==> src/sv/lodi_pkg.sv <==
// Shared types, constants and duration/odds tables for the link outage drop injector.
// No dependencies; every other file depends on this package.
package lodi_pkg;

    // Remainder and hold widths: largest divisor is 541, largest hold is 600
    localparam int DIV_W  = 10;
    localparam int HOLD_W = 10;
    localparam int LVL_W  = 2;

    // APB register file
    localparam int APB_ADDR_W  = 3;
    localparam int APB_DATA_W  = 32;
    localparam int REG_SEL_BIT = 2;

    localparam logic REG_IDX_OUTAGE = 1'b0;
    localparam logic REG_IDX_DROP   = 1'b1;

    localparam logic [LVL_W-1:0] LVL_OFF = 2'd0;

    // Controller to datapath commands
    typedef struct packed {
        logic load;     // capture packet, seed both remainder units
        logic step;     // one remainder bit step
        logic finish;   // commit link state, load output register
    } t_ctrl_cmd;

    // Datapath to controller status
    typedef struct packed {
        logic out_busy; // output register full and not being taken
    } t_dp_status;

    // Lower bound of the hold time for the new link state
    function automatic logic [DIV_W-1:0] hold_low(input logic [LVL_W-1:0] level,
                                                  input logic to_up);
        logic [DIV_W-1:0] v;
        unique case (level)
            2'd1:    v = to_up ? 10'd60 : 10'd5;
            2'd2:    v = to_up ? 10'd10 : 10'd10;
            2'd3:    v = to_up ? 10'd5  : 10'd10;
            default: v = '0;
        endcase
        return v;
    endfunction

    // Span (high - low + 1) of the hold time for the new link state
    function automatic logic [DIV_W-1:0] hold_span(input logic [LVL_W-1:0] level,
                                                   input logic to_up);
        logic [DIV_W-1:0] v;
        unique case (level)
            2'd1:    v = to_up ? 10'd541 : 10'd6;
            2'd2:    v = to_up ? 10'd51  : 10'd51;
            2'd3:    v = to_up ? 10'd6   : 10'd111;
            default: v = 10'd1;
        endcase
        return v;
    endfunction

    // One-in-N drop odds
    function automatic logic [DIV_W-1:0] drop_odds(input logic [LVL_W-1:0] level);
        logic [DIV_W-1:0] v;
        unique case (level)
            2'd1:    v = 10'd500;
            2'd2:    v = 10'd100;
            2'd3:    v = 10'd50;
            default: v = 10'd1;
        endcase
        return v;
    endfunction

endpackage

==> src/sv/lodi_if.sv <==
// Valid/ready channel interfaces for packets in and verdicts out.
// Depends on lodi_pkg for the hold width.
interface lodi_in_if #(
    parameter int TIME_WIDTH = 32,
    parameter int RAND_WIDTH = 31
) ();
    logic                  valid;
    logic                  ready;
    logic [TIME_WIDTH-1:0] now_seconds;
    logic [RAND_WIDTH-1:0] rand_interval;
    logic [RAND_WIDTH-1:0] rand_drop;

    modport source (output valid, now_seconds, rand_interval, rand_drop, input ready);
    modport sink   (input valid, now_seconds, rand_interval, rand_drop, output ready);
endinterface

interface lodi_out_if ();
    logic                        valid;
    logic                        ready;
    logic                        deliver;
    logic                        link_up;
    logic                        switched;
    logic [lodi_pkg::HOLD_W-1:0] hold_seconds;

    modport source (output valid, deliver, link_up, switched, hold_seconds, input ready);
    modport sink   (input valid, deliver, link_up, switched, hold_seconds, output ready);
endinterface

==> src/sv/lodi_cfg.sv <==
// APB register file: outage level and drop odds select.
// Depends on lodi_pkg.
module lodi_cfg (
    input  logic                             i_clk,
    input  logic                             i_rst_n,
    input  logic                             psel,
    input  logic                             penable,
    input  logic                             pwrite,
    input  logic [lodi_pkg::APB_ADDR_W-1:0]  paddr,
    input  logic [lodi_pkg::APB_DATA_W-1:0]  pwdata,
    output logic [lodi_pkg::APB_DATA_W-1:0]  prdata,
    output logic                             pready,
    output logic [lodi_pkg::LVL_W-1:0]       o_outage_level,
    output logic [lodi_pkg::LVL_W-1:0]       o_drop_sel
);
    import lodi_pkg::*;

    logic [LVL_W-1:0] r_outage_level, n_outage_level;
    logic [LVL_W-1:0] r_drop_sel, n_drop_sel;
    logic             wr_en;

    assign pready = 1'b1;
    assign wr_en  = psel && penable && pwrite && pready;

    // Write decode; byte-lane address bits are ignored
    always_comb begin
        n_outage_level = r_outage_level;
        n_drop_sel     = r_drop_sel;
        if (wr_en) begin
            unique case (paddr[REG_SEL_BIT])
                REG_IDX_OUTAGE: n_outage_level = pwdata[LVL_W-1:0];
                REG_IDX_DROP:   n_drop_sel     = pwdata[LVL_W-1:0];
            endcase
        end
    end

    always_ff @(posedge i_clk) begin
        if (!i_rst_n) begin
            r_outage_level <= LVL_OFF;
            r_drop_sel     <= LVL_OFF;
        end else begin
            r_outage_level <= n_outage_level;
            r_drop_sel     <= n_drop_sel;
        end
    end

    // Read mux
    always_comb begin
        prdata = '0;
        unique case (paddr[REG_SEL_BIT])
            REG_IDX_OUTAGE: prdata[LVL_W-1:0] = r_outage_level;
            REG_IDX_DROP:   prdata[LVL_W-1:0] = r_drop_sel;
        endcase
    end

    assign o_outage_level = r_outage_level;
    assign o_drop_sel     = r_drop_sel;

endmodule

==> src/sv/lodi_rem.sv <==
// Bit-serial restoring remainder unit: dividend mod a 10-bit divisor, one bit per step.
// Depends on lodi_pkg.
module lodi_rem #(
    parameter int DATA_W = 31
) (
    input  logic                        i_clk,
    input  logic                        i_load,
    input  logic [DATA_W-1:0]           i_dividend,
    input  logic [lodi_pkg::DIV_W-1:0]  i_divisor,
    input  logic                        i_step,
    output logic [lodi_pkg::DIV_W-1:0]  o_rem
);
    import lodi_pkg::*;

    logic [DATA_W-1:0] r_shift, n_shift;
    logic [DIV_W-1:0]  r_div;
    logic [DIV_W-1:0]  r_rem, n_rem;
    logic [DIV_W:0]    trial;
    logic [DIV_W:0]    diff;

    // Bring in the next dividend bit, subtract when it fits
    assign trial = {r_rem, r_shift[DATA_W-1]};
    assign diff  = trial - {1'b0, r_div};

    always_comb begin
        n_shift = r_shift;
        n_rem   = r_rem;
        if (i_load) begin
            n_shift = i_dividend;
            n_rem   = '0;
        end else if (i_step) begin
            n_shift = {r_shift[DATA_W-2:0], 1'b0};
            n_rem   = (trial >= {1'b0, r_div}) ? diff[DIV_W-1:0] : trial[DIV_W-1:0];
        end
    end

    always_ff @(posedge i_clk) begin
        r_shift <= n_shift;
        r_rem   <= n_rem;
        if (i_load) begin
            r_div <= i_divisor;
        end
    end

    assign o_rem = r_rem;

endmodule

==> src/sv/lodi_ctrl.sv <==
// Sequencing state machine: accept, bit-serial remainder steps, commit.
// Depends on lodi_pkg.
module lodi_ctrl #(
    parameter int RAND_WIDTH = 31
) (
    input  logic                   i_clk,
    input  logic                   i_rst_n,
    input  logic                   i_in_valid,
    output logic                   o_in_ready,
    output lodi_pkg::t_ctrl_cmd    o_cmd,
    input  lodi_pkg::t_dp_status   i_status
);
    import lodi_pkg::*;

    localparam int CNT_W = $clog2(RAND_WIDTH);
    localparam logic [CNT_W-1:0] LAST_CNT = CNT_W'(RAND_WIDTH - 1);

    typedef enum logic [2:0] {
        S_IDLE = 3'b001,
        S_DIV  = 3'b010,
        S_DONE = 3'b100
    } t_state;

    t_state           r_state, n_state;
    logic [CNT_W-1:0] r_cnt, n_cnt;

    assign o_in_ready   = (r_state == S_IDLE);
    assign o_cmd.load   = i_in_valid && o_in_ready;
    assign o_cmd.step   = (r_state == S_DIV);
    assign o_cmd.finish = (r_state == S_DONE) && !i_status.out_busy;

    // Next state and bit counter
    always_comb begin
        n_state = r_state;
        n_cnt   = r_cnt;
        unique case (r_state)
            S_IDLE: begin
                if (o_cmd.load) begin
                    n_state = S_DIV;
                    n_cnt   = LAST_CNT;
                end
            end
            S_DIV: begin
                if (r_cnt == '0) begin
                    n_state = S_DONE;
                end else begin
                    n_cnt = r_cnt - 1'b1;
                end
            end
            S_DONE: begin
                if (o_cmd.finish) begin
                    n_state = S_IDLE;
                end
            end
            default: n_state = S_IDLE;
        endcase
    end

    always_ff @(posedge i_clk) begin
        if (!i_rst_n) begin
            r_state <= S_IDLE;
            r_cnt   <= '0;
        end else begin
            r_state <= n_state;
            r_cnt   <= n_cnt;
        end
    end

    // Last remainder step always leads to the commit state
    a_div_to_done: assert property (@(posedge i_clk) disable iff (!i_rst_n)
        (r_state == S_DIV && r_cnt == '0) |=> (r_state == S_DONE))
        else $error("remainder sequence did not end in commit state");

endmodule

==> src/sv/lodi_dp.sv <==
// Datapath: link state, switch time, two remainder units and the output register.
// Depends on lodi_pkg and lodi_rem.
module lodi_dp #(
    parameter int TIME_WIDTH = 32,
    parameter int RAND_WIDTH = 31
) (
    input  logic                          i_clk,
    input  logic                          i_rst_n,
    input  lodi_pkg::t_ctrl_cmd           i_cmd,
    output lodi_pkg::t_dp_status          o_status,
    input  logic [lodi_pkg::LVL_W-1:0]    i_outage_level,
    input  logic [lodi_pkg::LVL_W-1:0]    i_drop_sel,
    input  logic [TIME_WIDTH-1:0]         i_now,
    input  logic [RAND_WIDTH-1:0]         i_rand_interval,
    input  logic [RAND_WIDTH-1:0]         i_rand_drop,
    input  logic                          i_out_ready,
    output logic                          o_out_valid,
    output logic                          o_deliver,
    output logic                          o_link_up,
    output logic                          o_switched,
    output logic [lodi_pkg::HOLD_W-1:0]   o_hold
);
    import lodi_pkg::*;

    // Link state
    logic                  r_started, n_started;
    logic                  r_link_up, n_link_up;
    logic [TIME_WIDTH:0]   r_switch_time, n_switch_time;
    logic [TIME_WIDTH-1:0] r_now;

    // Output register
    logic                  r_out_valid, n_out_valid;
    logic                  r_deliver, r_out_link_up, r_switched;
    logic [HOLD_W-1:0]     r_hold;

    logic                  eff_up;
    logic [TIME_WIDTH:0]   eff_sw;
    logic [TIME_WIDTH:0]   now_ext;
    logic                  do_switch;
    logic [DIV_W-1:0]      rem_int, rem_drop;
    logic [HOLD_W-1:0]     hold_pick, hold;
    logic                  new_up;
    logic                  drop_hit;
    logic                  deliver;

    // The first packet behaves as if state were already running from now
    assign now_ext = {1'b0, r_now};
    assign eff_up  = r_started ? r_link_up : (i_outage_level == LVL_OFF);
    assign eff_sw  = r_started ? r_switch_time : now_ext;

    lodi_rem #(.DATA_W(RAND_WIDTH)) u_rem_int (
        .i_clk      (i_clk),
        .i_load     (i_cmd.load),
        .i_dividend (i_rand_interval),
        .i_divisor  (hold_span(i_outage_level, !eff_up)),
        .i_step     (i_cmd.step),
        .o_rem      (rem_int)
    );

    lodi_rem #(.DATA_W(RAND_WIDTH)) u_rem_drop (
        .i_clk      (i_clk),
        .i_load     (i_cmd.load),
        .i_dividend (i_rand_drop),
        .i_divisor  (drop_odds(i_drop_sel)),
        .i_step     (i_cmd.step),
        .o_rem      (rem_drop)
    );

    always_ff @(posedge i_clk) begin
        if (i_cmd.load) begin
            r_now <= i_now;
        end
    end

    // Switch and drop decision
    assign do_switch = (i_outage_level != LVL_OFF) && (now_ext >= eff_sw);
    assign hold_pick = hold_low(i_outage_level, !eff_up) + rem_int;
    assign hold      = do_switch ? hold_pick : '0;
    assign new_up    = do_switch ? !eff_up : eff_up;
    assign drop_hit  = (i_drop_sel != LVL_OFF) && (rem_drop == '0);
    assign deliver   = new_up && !drop_hit;

    always_comb begin
        n_started     = r_started;
        n_link_up     = r_link_up;
        n_switch_time = r_switch_time;
        if (i_cmd.finish) begin
            n_started = 1'b1;
            n_link_up = new_up;
            if (do_switch) begin
                n_switch_time = now_ext + {{(TIME_WIDTH + 1 - HOLD_W){1'b0}}, hold};
            end else begin
                n_switch_time = eff_sw;
            end
        end
    end

    // Output valid: set on commit, cleared on transfer
    always_comb begin
        n_out_valid = r_out_valid;
        if (i_cmd.finish) begin
            n_out_valid = 1'b1;
        end else if (r_out_valid && i_out_ready) begin
            n_out_valid = 1'b0;
        end
    end

    always_ff @(posedge i_clk) begin
        if (!i_rst_n) begin
            r_started     <= 1'b0;
            r_link_up     <= 1'b0;
            r_switch_time <= '0;
            r_out_valid   <= 1'b0;
        end else begin
            r_started     <= n_started;
            r_link_up     <= n_link_up;
            r_switch_time <= n_switch_time;
            r_out_valid   <= n_out_valid;
        end
    end

    always_ff @(posedge i_clk) begin
        if (i_cmd.finish) begin
            r_deliver     <= deliver;
            r_out_link_up <= new_up;
            r_switched    <= do_switch;
            r_hold        <= hold;
        end
    end

    assign o_status.out_busy = r_out_valid && !i_out_ready;
    assign o_out_valid       = r_out_valid;
    assign o_deliver         = r_deliver;
    assign o_link_up         = r_out_link_up;
    assign o_switched        = r_switched;
    assign o_hold            = r_hold;

    a_deliver_needs_up: assert property (@(posedge i_clk) disable iff (!i_rst_n)
        r_out_valid |-> (r_out_link_up || !r_deliver))
        else $error("packet delivered while link down");

    a_hold_range: assert property (@(posedge i_clk) disable iff (!i_rst_n)
        r_out_valid |-> (r_switched ? (r_hold >= 10'd5 && r_hold <= 10'd600)
                                    : (r_hold == '0)))
        else $error("hold time out of range");

    a_started_sticky: assert property (@(posedge i_clk) disable iff (!i_rst_n)
        r_started |=> r_started)
        else $error("schedule lost its started flag");

endmodule

==> src/sv/link_outage_drop_injector_top.sv <==
// Link outage and random drop injector: one verdict per packet.
// Channels: i_pkt (sink) carries now_seconds, rand_interval and rand_drop; o_res
// (source) carries deliver, link_up, switched and hold_seconds; both are valid/ready
// and a transfer happens when valid and ready are high at a rising edge.
// Configuration: APB port, outage level at byte 0x0, drop odds select at byte 0x4
// (byte-lane address bits ignored), pready tied high, no wait states.
// Sequence: after the packet transfer the two bit-serial remainder units (hold time
// and drop roll) step one dividend bit per cycle side by side; the verdict is then
// committed into the output register when the output register is free. A new packet
// is accepted only after that commit, not while the remainder steps are running.
// The next packet is taken while an earlier verdict still waits in the output
// register; if that verdict is still not taken when the next one is ready, the
// block holds in its commit state and i_pkt.ready stays low.
// Reset (i_rst_n low, synchronous): both levels go to 0, the link schedule is
// cleared and the first packet afterwards starts it again.
// Depends on lodi_pkg, lodi_if, lodi_cfg, lodi_ctrl, lodi_dp.
module link_outage_drop_injector_top #(
    parameter int TIME_WIDTH = 32,
    parameter int RAND_WIDTH = 31
) (
    input  logic                             i_clk,
    input  logic                             i_rst_n,
    lodi_in_if.sink                          i_pkt,
    lodi_out_if.source                       o_res,
    input  logic                             psel,
    input  logic                             penable,
    input  logic                             pwrite,
    input  logic [lodi_pkg::APB_ADDR_W-1:0]  paddr,
    input  logic [lodi_pkg::APB_DATA_W-1:0]  pwdata,
    output logic [lodi_pkg::APB_DATA_W-1:0]  prdata,
    output logic                             pready
);
    import lodi_pkg::*;

    logic [LVL_W-1:0] outage_level;
    logic [LVL_W-1:0] drop_sel;
    t_ctrl_cmd        cmd;
    t_dp_status       status;

    lodi_cfg u_cfg (
        .i_clk          (i_clk),
        .i_rst_n        (i_rst_n),
        .psel           (psel),
        .penable        (penable),
        .pwrite         (pwrite),
        .paddr          (paddr),
        .pwdata         (pwdata),
        .prdata         (prdata),
        .pready         (pready),
        .o_outage_level (outage_level),
        .o_drop_sel     (drop_sel)
    );

    lodi_ctrl #(.RAND_WIDTH(RAND_WIDTH)) u_ctrl (
        .i_clk      (i_clk),
        .i_rst_n    (i_rst_n),
        .i_in_valid (i_pkt.valid),
        .o_in_ready (i_pkt.ready),
        .o_cmd      (cmd),
        .i_status   (status)
    );

    lodi_dp #(.TIME_WIDTH(TIME_WIDTH), .RAND_WIDTH(RAND_WIDTH)) u_dp (
        .i_clk           (i_clk),
        .i_rst_n         (i_rst_n),
        .i_cmd           (cmd),
        .o_status        (status),
        .i_outage_level  (outage_level),
        .i_drop_sel      (drop_sel),
        .i_now           (i_pkt.now_seconds),
        .i_rand_interval (i_pkt.rand_interval),
        .i_rand_drop     (i_pkt.rand_drop),
        .i_out_ready     (o_res.ready),
        .o_out_valid     (o_res.valid),
        .o_deliver       (o_res.deliver),
        .o_link_up       (o_res.link_up),
        .o_switched      (o_res.switched),
        .o_hold          (o_res.hold_seconds)
    );

endmodule

==> src/flat_wrapper.sv <==
// flat-port wrapper written by rule: the top's interface ports become plain ports
module link_outage_drop_injector_top_flat import lodi_pkg::*;
#(
    parameter int TIME_WIDTH = 32,
    parameter int RAND_WIDTH = 31
)
  (i_clk, i_rst_n, psel, penable, pwrite, paddr, pwdata, prdata, pready, i_pkt_valid, i_pkt_now_seconds, i_pkt_rand_interval, i_pkt_rand_drop, i_pkt_ready, o_res_valid, o_res_deliver, o_res_link_up, o_res_switched, o_res_hold_seconds, o_res_ready);
  lodi_in_if #(.TIME_WIDTH(TIME_WIDTH), .RAND_WIDTH(RAND_WIDTH)) i_pkt_i ();
  lodi_out_if o_res_i ();
  input  logic i_clk;
  input  logic i_rst_n;
  input  logic psel;
  input  logic penable;
  input  logic pwrite;
  input  logic [lodi_pkg::APB_ADDR_W-1:0] paddr;
  input  logic [lodi_pkg::APB_DATA_W-1:0] pwdata;
  output logic [lodi_pkg::APB_DATA_W-1:0] prdata;
  output logic pready;
  input wire logic [$bits(i_pkt_i.valid)-1:0] i_pkt_valid;
  input wire logic [$bits(i_pkt_i.now_seconds)-1:0] i_pkt_now_seconds;
  input wire logic [$bits(i_pkt_i.rand_interval)-1:0] i_pkt_rand_interval;
  input wire logic [$bits(i_pkt_i.rand_drop)-1:0] i_pkt_rand_drop;
  output wire logic [$bits(i_pkt_i.ready)-1:0] i_pkt_ready;
  output wire logic [$bits(o_res_i.valid)-1:0] o_res_valid;
  output wire logic [$bits(o_res_i.deliver)-1:0] o_res_deliver;
  output wire logic [$bits(o_res_i.link_up)-1:0] o_res_link_up;
  output wire logic [$bits(o_res_i.switched)-1:0] o_res_switched;
  output wire logic [$bits(o_res_i.hold_seconds)-1:0] o_res_hold_seconds;
  input wire logic [$bits(o_res_i.ready)-1:0] o_res_ready;
  assign i_pkt_i.valid = i_pkt_valid;
  assign i_pkt_i.now_seconds = i_pkt_now_seconds;
  assign i_pkt_i.rand_interval = i_pkt_rand_interval;
  assign i_pkt_i.rand_drop = i_pkt_rand_drop;
  assign i_pkt_ready = i_pkt_i.ready;
  assign o_res_valid = o_res_i.valid;
  assign o_res_deliver = o_res_i.deliver;
  assign o_res_link_up = o_res_i.link_up;
  assign o_res_switched = o_res_i.switched;
  assign o_res_hold_seconds = o_res_i.hold_seconds;
  assign o_res_i.ready = o_res_ready;
  link_outage_drop_injector_top #(.TIME_WIDTH(TIME_WIDTH), .RAND_WIDTH(RAND_WIDTH)) u_core (.i_clk(i_clk), .i_rst_n(i_rst_n), .i_pkt(i_pkt_i), .o_res(o_res_i), .psel(psel), .penable(penable), .pwrite(pwrite), .paddr(paddr), .pwdata(pwdata), .prdata(prdata), .pready(pready));
endmodule
==> config.mk <==
export PLATFORM = sky130hd
export DESIGN_NAME = link_outage_drop_injector_top_flat
export DESIGN_NICKNAME = d
export VERILOG_FILES = /design/src/sv/lodi_pkg.sv /design/src/sv/lodi_if.sv /design/src/sv/lodi_cfg.sv /design/src/sv/lodi_rem.sv /design/src/sv/lodi_ctrl.sv /design/src/sv/lodi_dp.sv /design/src/sv/link_outage_drop_injector_top.sv /design/src/flat_wrapper.sv
export SDC_FILE = /design/constraint.sdc
export NUM_CORES = 1
export LEC_CHECK = 0
export ABC_AREA = 1
export BUFFER_PORTS_ARGS = -buffer_cell sky130_fd_sc_hd__buf_2
export CORE_UTILIZATION = 30
export CTS_CLUSTER_DIAMETER = 120
export DETAILED_ROUTE_END_ITERATION = 6
export GPL_TIMING_DRIVEN = 0
export PLACE_DENSITY_LB_ADDON = 0.15
export SLEW_MARGIN = 5
export SYNTH_ARGS = -nofsm -noshare
export SYNTH_HDL_FRONTEND = slang
export SYNTH_SLANG_ARGS = --single-unit
==> constraint.sdc <==
create_clock -name i_clk -period 5.8 [get_ports i_clk]
set_clock_uncertainty 0.2 [all_clocks]
set_input_delay 0.29 -clock i_clk [delete_from_list [all_inputs] [get_ports i_clk]]
set_output_delay 0.29 -clock i_clk [all_outputs]
set_load 0.02 [all_outputs]
# After elaboration in Yosys (flattened, before gate mapping)
# Index checks and enable logic that the tools add are counted.
[totals]
reg_bits = 195
input_bits = 136
[op_classes]
addsub = 5
order_cmp = 3
n_eq_ne = 13
mux = 28
bitwise = 1
n_reduce_logical = 25
[ops]
columns = ["op", "count"]
rows = [
  ["$mux W31", 4],
  ["$mux W33", 2],
  ["$mux W10", 4],
  ["$add A32 B10 Y33", 1],
  ["$ge A32 B33 Y1", 1],
  ["$pmux W10 S3", 1],
  ["$pmux W9 S3", 1],
  ["$ge A11 B10 Y1", 2],
  ["$sub A10 B10 Y10", 2],
  ["$pmux W6 S3", 1],
  ["$add A6 B10 Y10", 1],
  ["$logic_not A10 Y1", 1],
  ["$mux W5", 2],
  ["$pmux W5 S2", 1],
  ["$reduce_bool A2 Y1", 5],
  ["$logic_and A1 B1 Y1", 9],
  ["$mux W3", 3],
  ["$pmux W3 S3", 1],
  ["$eq A2 B2 Y1 const B", 4],
  ["$mux W7", 1],
  ["$mux W6", 1],
  ["$reduce_and A3 Y1", 2],
  ["$logic_not A5 Y1", 1],
  ["$sub A5 B1 Y5 const B", 1],
  ["13 further kinds", 23],
]

# Logic depth before layout (Yosys ltp)
[depth]
ltp_word = 8
ltp_mapped = 36
mapped_depth_nobuf = 33

# Cells and area by module
# From an unflattened synthesis, not the netlist that was laid out.
[hier_totals]
cells_unflattened = 1681
area_unflattened_um2 = 12583.3
[modules_own_cells]
columns = ["mod", "n_inst", "cells_each", "area_per_inst_um2"]
rows = [
  ["lodi_dp", 1, 884, 6152.2],
  ["lodi_rem", 2, 332, 2755.1],
  ["lodi_ctrl", 1, 65, 465.4],
  ["lodi_cfg", 1, 68, 455.4],
]

# Least setup slack after synthesis
# No wires, ideal clock.
[synth_path]
path_type = "register -> register"
from = "register u_core.u_dp.r_started"
to = "register u_core.u_dp.r_switch_time[16]"
setup_time_ps = 132
arrival_time_ps = 3703
t_required_ps = 5468
slack_ps = 1765
path_stages_with_launch = 33
period_less_slack_ps = 4035
path_cell_list = "dfxtp_1 -> inv_1 -> clkbuf_1 -> clkbuf_1 -> nand2_1 -> o21ai_0 -> ha_1 -> nand2_1 -> nor2_1 -> nand2_1 -> nor2_1 -> nand2_1 -> nand3_1 -> nor2_1 -> nand2_2 -> nand2_1 -> buf_2 -> nor2_1 -> ha_1 -> inv_1 -> fa_1 -> inv_1 -> nand2_1 -> nand3_1 -> nand2_1 -> nand2_1 -> nand2_1 -> nand2_1 -> nand2_1 -> inv_1 -> nand3_1 -> nand3_1 -> a21oi_1"
[synth_between]
elab_chain_len = 7
[synth_lines]
columns = ["element", "line", "source"]
rows = [
  ["start: declaration", "lodi_dp.sv:26", "logic r_started, n_started;"],
  ["start signal: assignment", "lodi_dp.sv:115", "r_started <= n_started;"],
  ["$mux W1", "lodi_dp.sv:48", "assign eff_up = r_started ? r_link_up : (i_outage_level == LVL_OFF);"],
  ["$mux W4 or $mux W6 (tied branches)", "lodi_pkg.sv:39, lodi_pkg.sv:37", ""],
  ["$pmux W6 S3", "lodi_pkg.sv:36", "unique case (level)"],
  ["$add A6 B10 Y10", "lodi_dp.sv:77", "assign hold_pick = hold_low(i_outage_level, !eff_up) + rem_int;"],
  ["$mux W10 *", "lodi_dp.sv:78", "assign hold = do_switch ? hold_pick : '0;"],
  ["named net u_core.u_dp.hold[0]", "lodi_dp.sv:41", "logic [HOLD_W-1:0] hold_pick, hold;"],
  ["$add A32 B10 Y33 *", "lodi_dp.sv:91", "n_switch_time = now_ext + {{(TIME_WIDTH + 1 - HOLD_W){1'b0}}, hold};"],
  ["$mux W33 *", "lodi_dp.sv:90", "if (do_switch) begin"],
  ["end signal: assignment", "lodi_dp.sv:117", "r_switch_time <= n_switch_time;"],
  ["end: declaration", "lodi_dp.sv:28", "logic [TIME_WIDTH:0] r_switch_time, n_switch_time;"],
]
# Mark *: on every way through the listed nets, which the timed path passes. The rest lies on a longest branch.
# A chain may end at the register's enable or synchronous reset.

# Worst setup path in the final report
[layout_path]
from = "register u_core.u_dp.r_started"
to = "register u_core.u_dp.r_switch_time[24]"
# The elaborated chain is that of the path after synthesis.

==> results.sh <==
export IMPL_worst_pin_slew_ps=830.7
export IMPL_dr_pass1_iters=5
export IMPL_dieArea_um2=39230
export IMPL_synth_distinct_cells=45
export IMPL_pin_count=184
export IMPL_setup_violations=0
export IMPL_finalHoldViolations=0
export IMPL_cts_max_level=4
export IMPL_antenna_found_initial=0
export IMPL_cts_tree="done"
export IMPL_hold_path_class="in -> reg"
export IMPL_die_h_um=198.1
export IMPL_drc=0
export IMPL_initial_utilization_pct=30.54
export IMPL_netlist_instances=1510
export IMPL_finalSetupTns_ps=0
export IMPL_grt_overflow_total=0
export IMPL_cpMostUsedCell="nand2_1"
export IMPL_critPathMaxStageDelay_ps=550
export IMPL_slew_viol_final=0
export IMPL_synthSimpleGateAreaFrac_pct=28.09
export IMPL_drive_above_1_share_pct=11.72
export IMPL_synthMuxAreaShare_pct=0.6944
export IMPL_combPwrFrac_pct=29.4
export IMPL_wl_met3_mm=1.375
export IMPL_worst_setup_path_type="reg -> reg"
export IMPL_post_place_cells=2171
export IMPL_yosysWarnings=0
export IMPL_path_max_fanout=10
export IMPL_fin_crit_ps=5309
export IMPL_post_cts_setup_buffers=0
export IMPL_syn_area_per_cell_um2=7.636
export IMPL_routed_top_layer="met4"
export IMPL_slew_headroom_pct=44.62
export IMPL_yosysMostFrequentCell="nand2_1"
export IMPL_clk_pin_slew_ps=80
export IMPL_first_iter_violations=564
export IMPL_yosysTopAreaCell="edfxtp_1"
export IMPL_critPathLaunchType="flop"
export IMPL_vias=10440
export IMPL_cts_sinks=189
export IMPL_p_int_mw=2.864
export IMPL_finalPower_mw=4.433
export IMPL_fmax_mhz=188.4
export IMPL_synth_edff_count=121
export IMPL_required_ps=5920
export IMPL_clkPwrFrac_pct=27.6
export IMPL_synth_top_family_by_area="simple AND/OR/NAND/NOR gates"
export IMPL_cap_violations=0
export IMPL_grt_pass1_wl_mm=53.61
export IMPL_gp_congestion=0.9377
export IMPL_grt_max_degree=56
export IMPL_final_nets=1990
export IMPL_root_buffer="clkbuf_16"
export IMPL_p_switching_mw=1.570
export IMPL_rsz0062_at_grt="false"
export IMPL_die_w_um=198.1
export IMPL_post_route_period_util_pct=91.54
export IMPL_ys_seq_area_share_pct=43.32
export IMPL_synth_ff_type="edfxtp_1"
export IMPL_ctsLongestPathBuffers=2
export IMPL_io_buffers=120
export IMPL_final_util_pct=38.46
export IMPL_area_delta_synth_final_pct=25.91
export IMPL_synthesis_area_um2=11530
export IMPL_antennaDiodeCount=0
export IMPL_yosys_top_cells_count="nand2_1 (526), inv_1 (157), edfxtp_1 (121)"
export IMPL_synth_xor_area_share_pct=2.203
export IMPL_multi_input_area_um2=5629
export IMPL_clock_latency_ps=460
export IMPL_ys_ff_latch=189
export IMPL_grt_pass1_vias=9994
export IMPL_core_area_um2=37760
export IMPL_switching_share_pct=35.41
export IMPL_ys_async_sr_fraction_pct=0
export IMPL_viasPerCell=4.535
export IMPL_synth_top_area_share_pct=31.51
export IMPL_stdcell_count=2303
export IMPL_end_kind="flop"
export IMPL_numCtsBuffers=17
export IMPL_seq_area_um2=4995
export IMPL_p_seq_share_pct=43.0
export IMPL_grt_total_usage_pct=17.72
export IMPL_num_rows=71
export IMPL_wl_per_cell_um=14.55
export IMPL_wl_met1_mm=16.91
export IMPL_outcome="completed"
export IMPL_wl_mm=33.52
export IMPL_dr_wl_met2_mm=14.79
export IMPL_fillers=3967
export IMPL_p_leak_nw=6.749
export IMPL_ir_worst_vdd_uv=214.5
export IMPL_synth_compound_area_share_pct=8.290
export IMPL_cp_slowest_cell="clkbuf_1"
export IMPL_synth_area_leaders="edfxtp_1 (32%), nand2_1 (17%), dfxtp_1 (12%)"
export IMPL_ant_nets=0
export IMPL_hpwlAfterDp_mm=25.00
export IMPL_cp_arrival_ps=5430
export IMPL_synthAdderAreaFrac_pct=8.398
export IMPL_powerDensity_nw_per_um2=305.3
==> per-stage QoR <==
step / hold WS [ps] / cell area (um2) / setup WS (ps)
final: 59.19 / 14520 / 490.9
after global routing: 93.23 / 14520 / 17.23
after CTS: 37.10 / 14500 / 7.490
after detailed placement: 255.5 / 12900 / 27.97
after global placement: 249.9 / 12880 / 45.92
after floorplan: 174.2 / 11640 / 1765
==> power groups by stage <==
| stage | clock (mW) | sequential (mW) | combinational, mW |
|---|---|---|---|
| 2_1_floorplan | 0 | 1.90 | 0.897 |
| 3_5_place_dp | 0 | 1.93 | 1.26 |
| 3_3_place_gp | 0 | 1.95 | 1.23 |
| 6_report | 1.22 | 1.90 | 1.30 |
| 4_1_cts | 1.26 | 1.91 | 1.31 |
| 5_1_grt | 1.30 | 1.94 | 1.50 |
==> cell usage in the layout (no fill, tap or decap), types with 3 or more instances in the layout <==
| cell | instances |
|---|---|
| inv_6 | 3 |
| clkbuf_16 | 17 |
| buf_4 | 31 |
| o21ai_0 | 66 |
| nand3b_1 | 4 |
| buf_2 | 126 |
| dlygate4sd3_1 | 100 |
| o21a_1 | 3 |
| xor2_1 | 17 |
| ha_1 | 71 |
| edfxtp_1 | 121 |
| nand2_2 | 3 |
| nor4_1 | 4 |
| dfxtp_1 | 68 |
| fa_1 | 4 |
| o21bai_1 | 4 |
| mux2i_1 | 8 |
| or2_2 | 4 |
| nand3_1 | 117 |
| nand4_1 | 13 |
| conb_1 | 31 |
| a21oi_1 | 97 |
| nor2_1 | 90 |
| clkbuf_1 | 34 |
| nor3_1 | 16 |
| clkinv_4 | 3 |
| inv_1 | 157 |
| o22ai_1 | 3 |
| xnor2_1 | 12 |
| nand2_1 | 525 |
==> flip-flops by register name (all words and copies together) (netlist names), 8 cells and up <==
register,flops
u_core.u_dp.u_rem_int.r_div,8
u_core.u_dp.u_rem_int.o_rem,10
u_core.u_dp.r_switch_time,33
u_core.u_dp.r_now,32
u_core.u_dp.u_rem_int.r_shift,31
u_core.u_dp.u_rem_drop.o_rem,10
u_core.u_dp.u_rem_drop.r_shift,31
u_core.u_dp.o_hold,10
==> cell type report <==
type	instances	area share, %
clock inverters	13	1.043
plain buffers	77	2.990
multi-input cells	1112	38.77
inverters	161	4.171
flip-flops and latches	189	34.40
well taps	511	4.404
repair buffers	221	11.17
clock buffers	19	3.051
==> routing by layer <==
metal | GRT usage (%) | vias to the layer above
met1 | 25.09 | 4759
li1 | - | 5432
met2 | 27.82 | 224
met3 | 2.862 | 28
met5 | 0 | -
met4 | 4.737 | 0
==> final timing paths <==
check	slack, ps	to	start	depth (start not counted)
min	60	u_core.u_cfg.o_drop_sel[1]	penable	5
min reg2reg	270	u_core.u_dp.r_switch_time[28]	u_core.u_dp.r_switch_time[28]	2
max reg2reg	490	u_core.u_dp.r_switch_time[24]	u_core.u_dp.r_started	30
max	490	u_core.u_dp.r_switch_time[24]	u_core.u_dp.r_started	30
==> cells by family after synthesis <==
group           after synthesis
simple gates                787
buf+inv                     238
flops                       189
compound gates              182
fa+ha+maj                    75
xor+xnor                     29
mux                           8
other cells                   2
==> critical path, delay by kind of cell (launching register included) <==
| family | cells | cell delay, ps |
|---|---|---|
| AND/OR/NAND/NOR | 16 | 1850 |
| buffers and inverters | 7 | 1230 |
| adder cells (fa/ha/maj) | 3 | 970 |
| AO/OA/AOI/OAI | 4 | 550 |
| flip-flops | 1 | 360 |
==> timing repair <==
| action | CTS | global route |
|---|---|---|
| hold endpoints to repair | 102 | 0 |
| endpoints found under the setup margin | 0 | 24 |
| hold buffers | 100 | 0 |
| gates resized for setup | 0 | 11 |
Power figures use the tool's default switching activity.
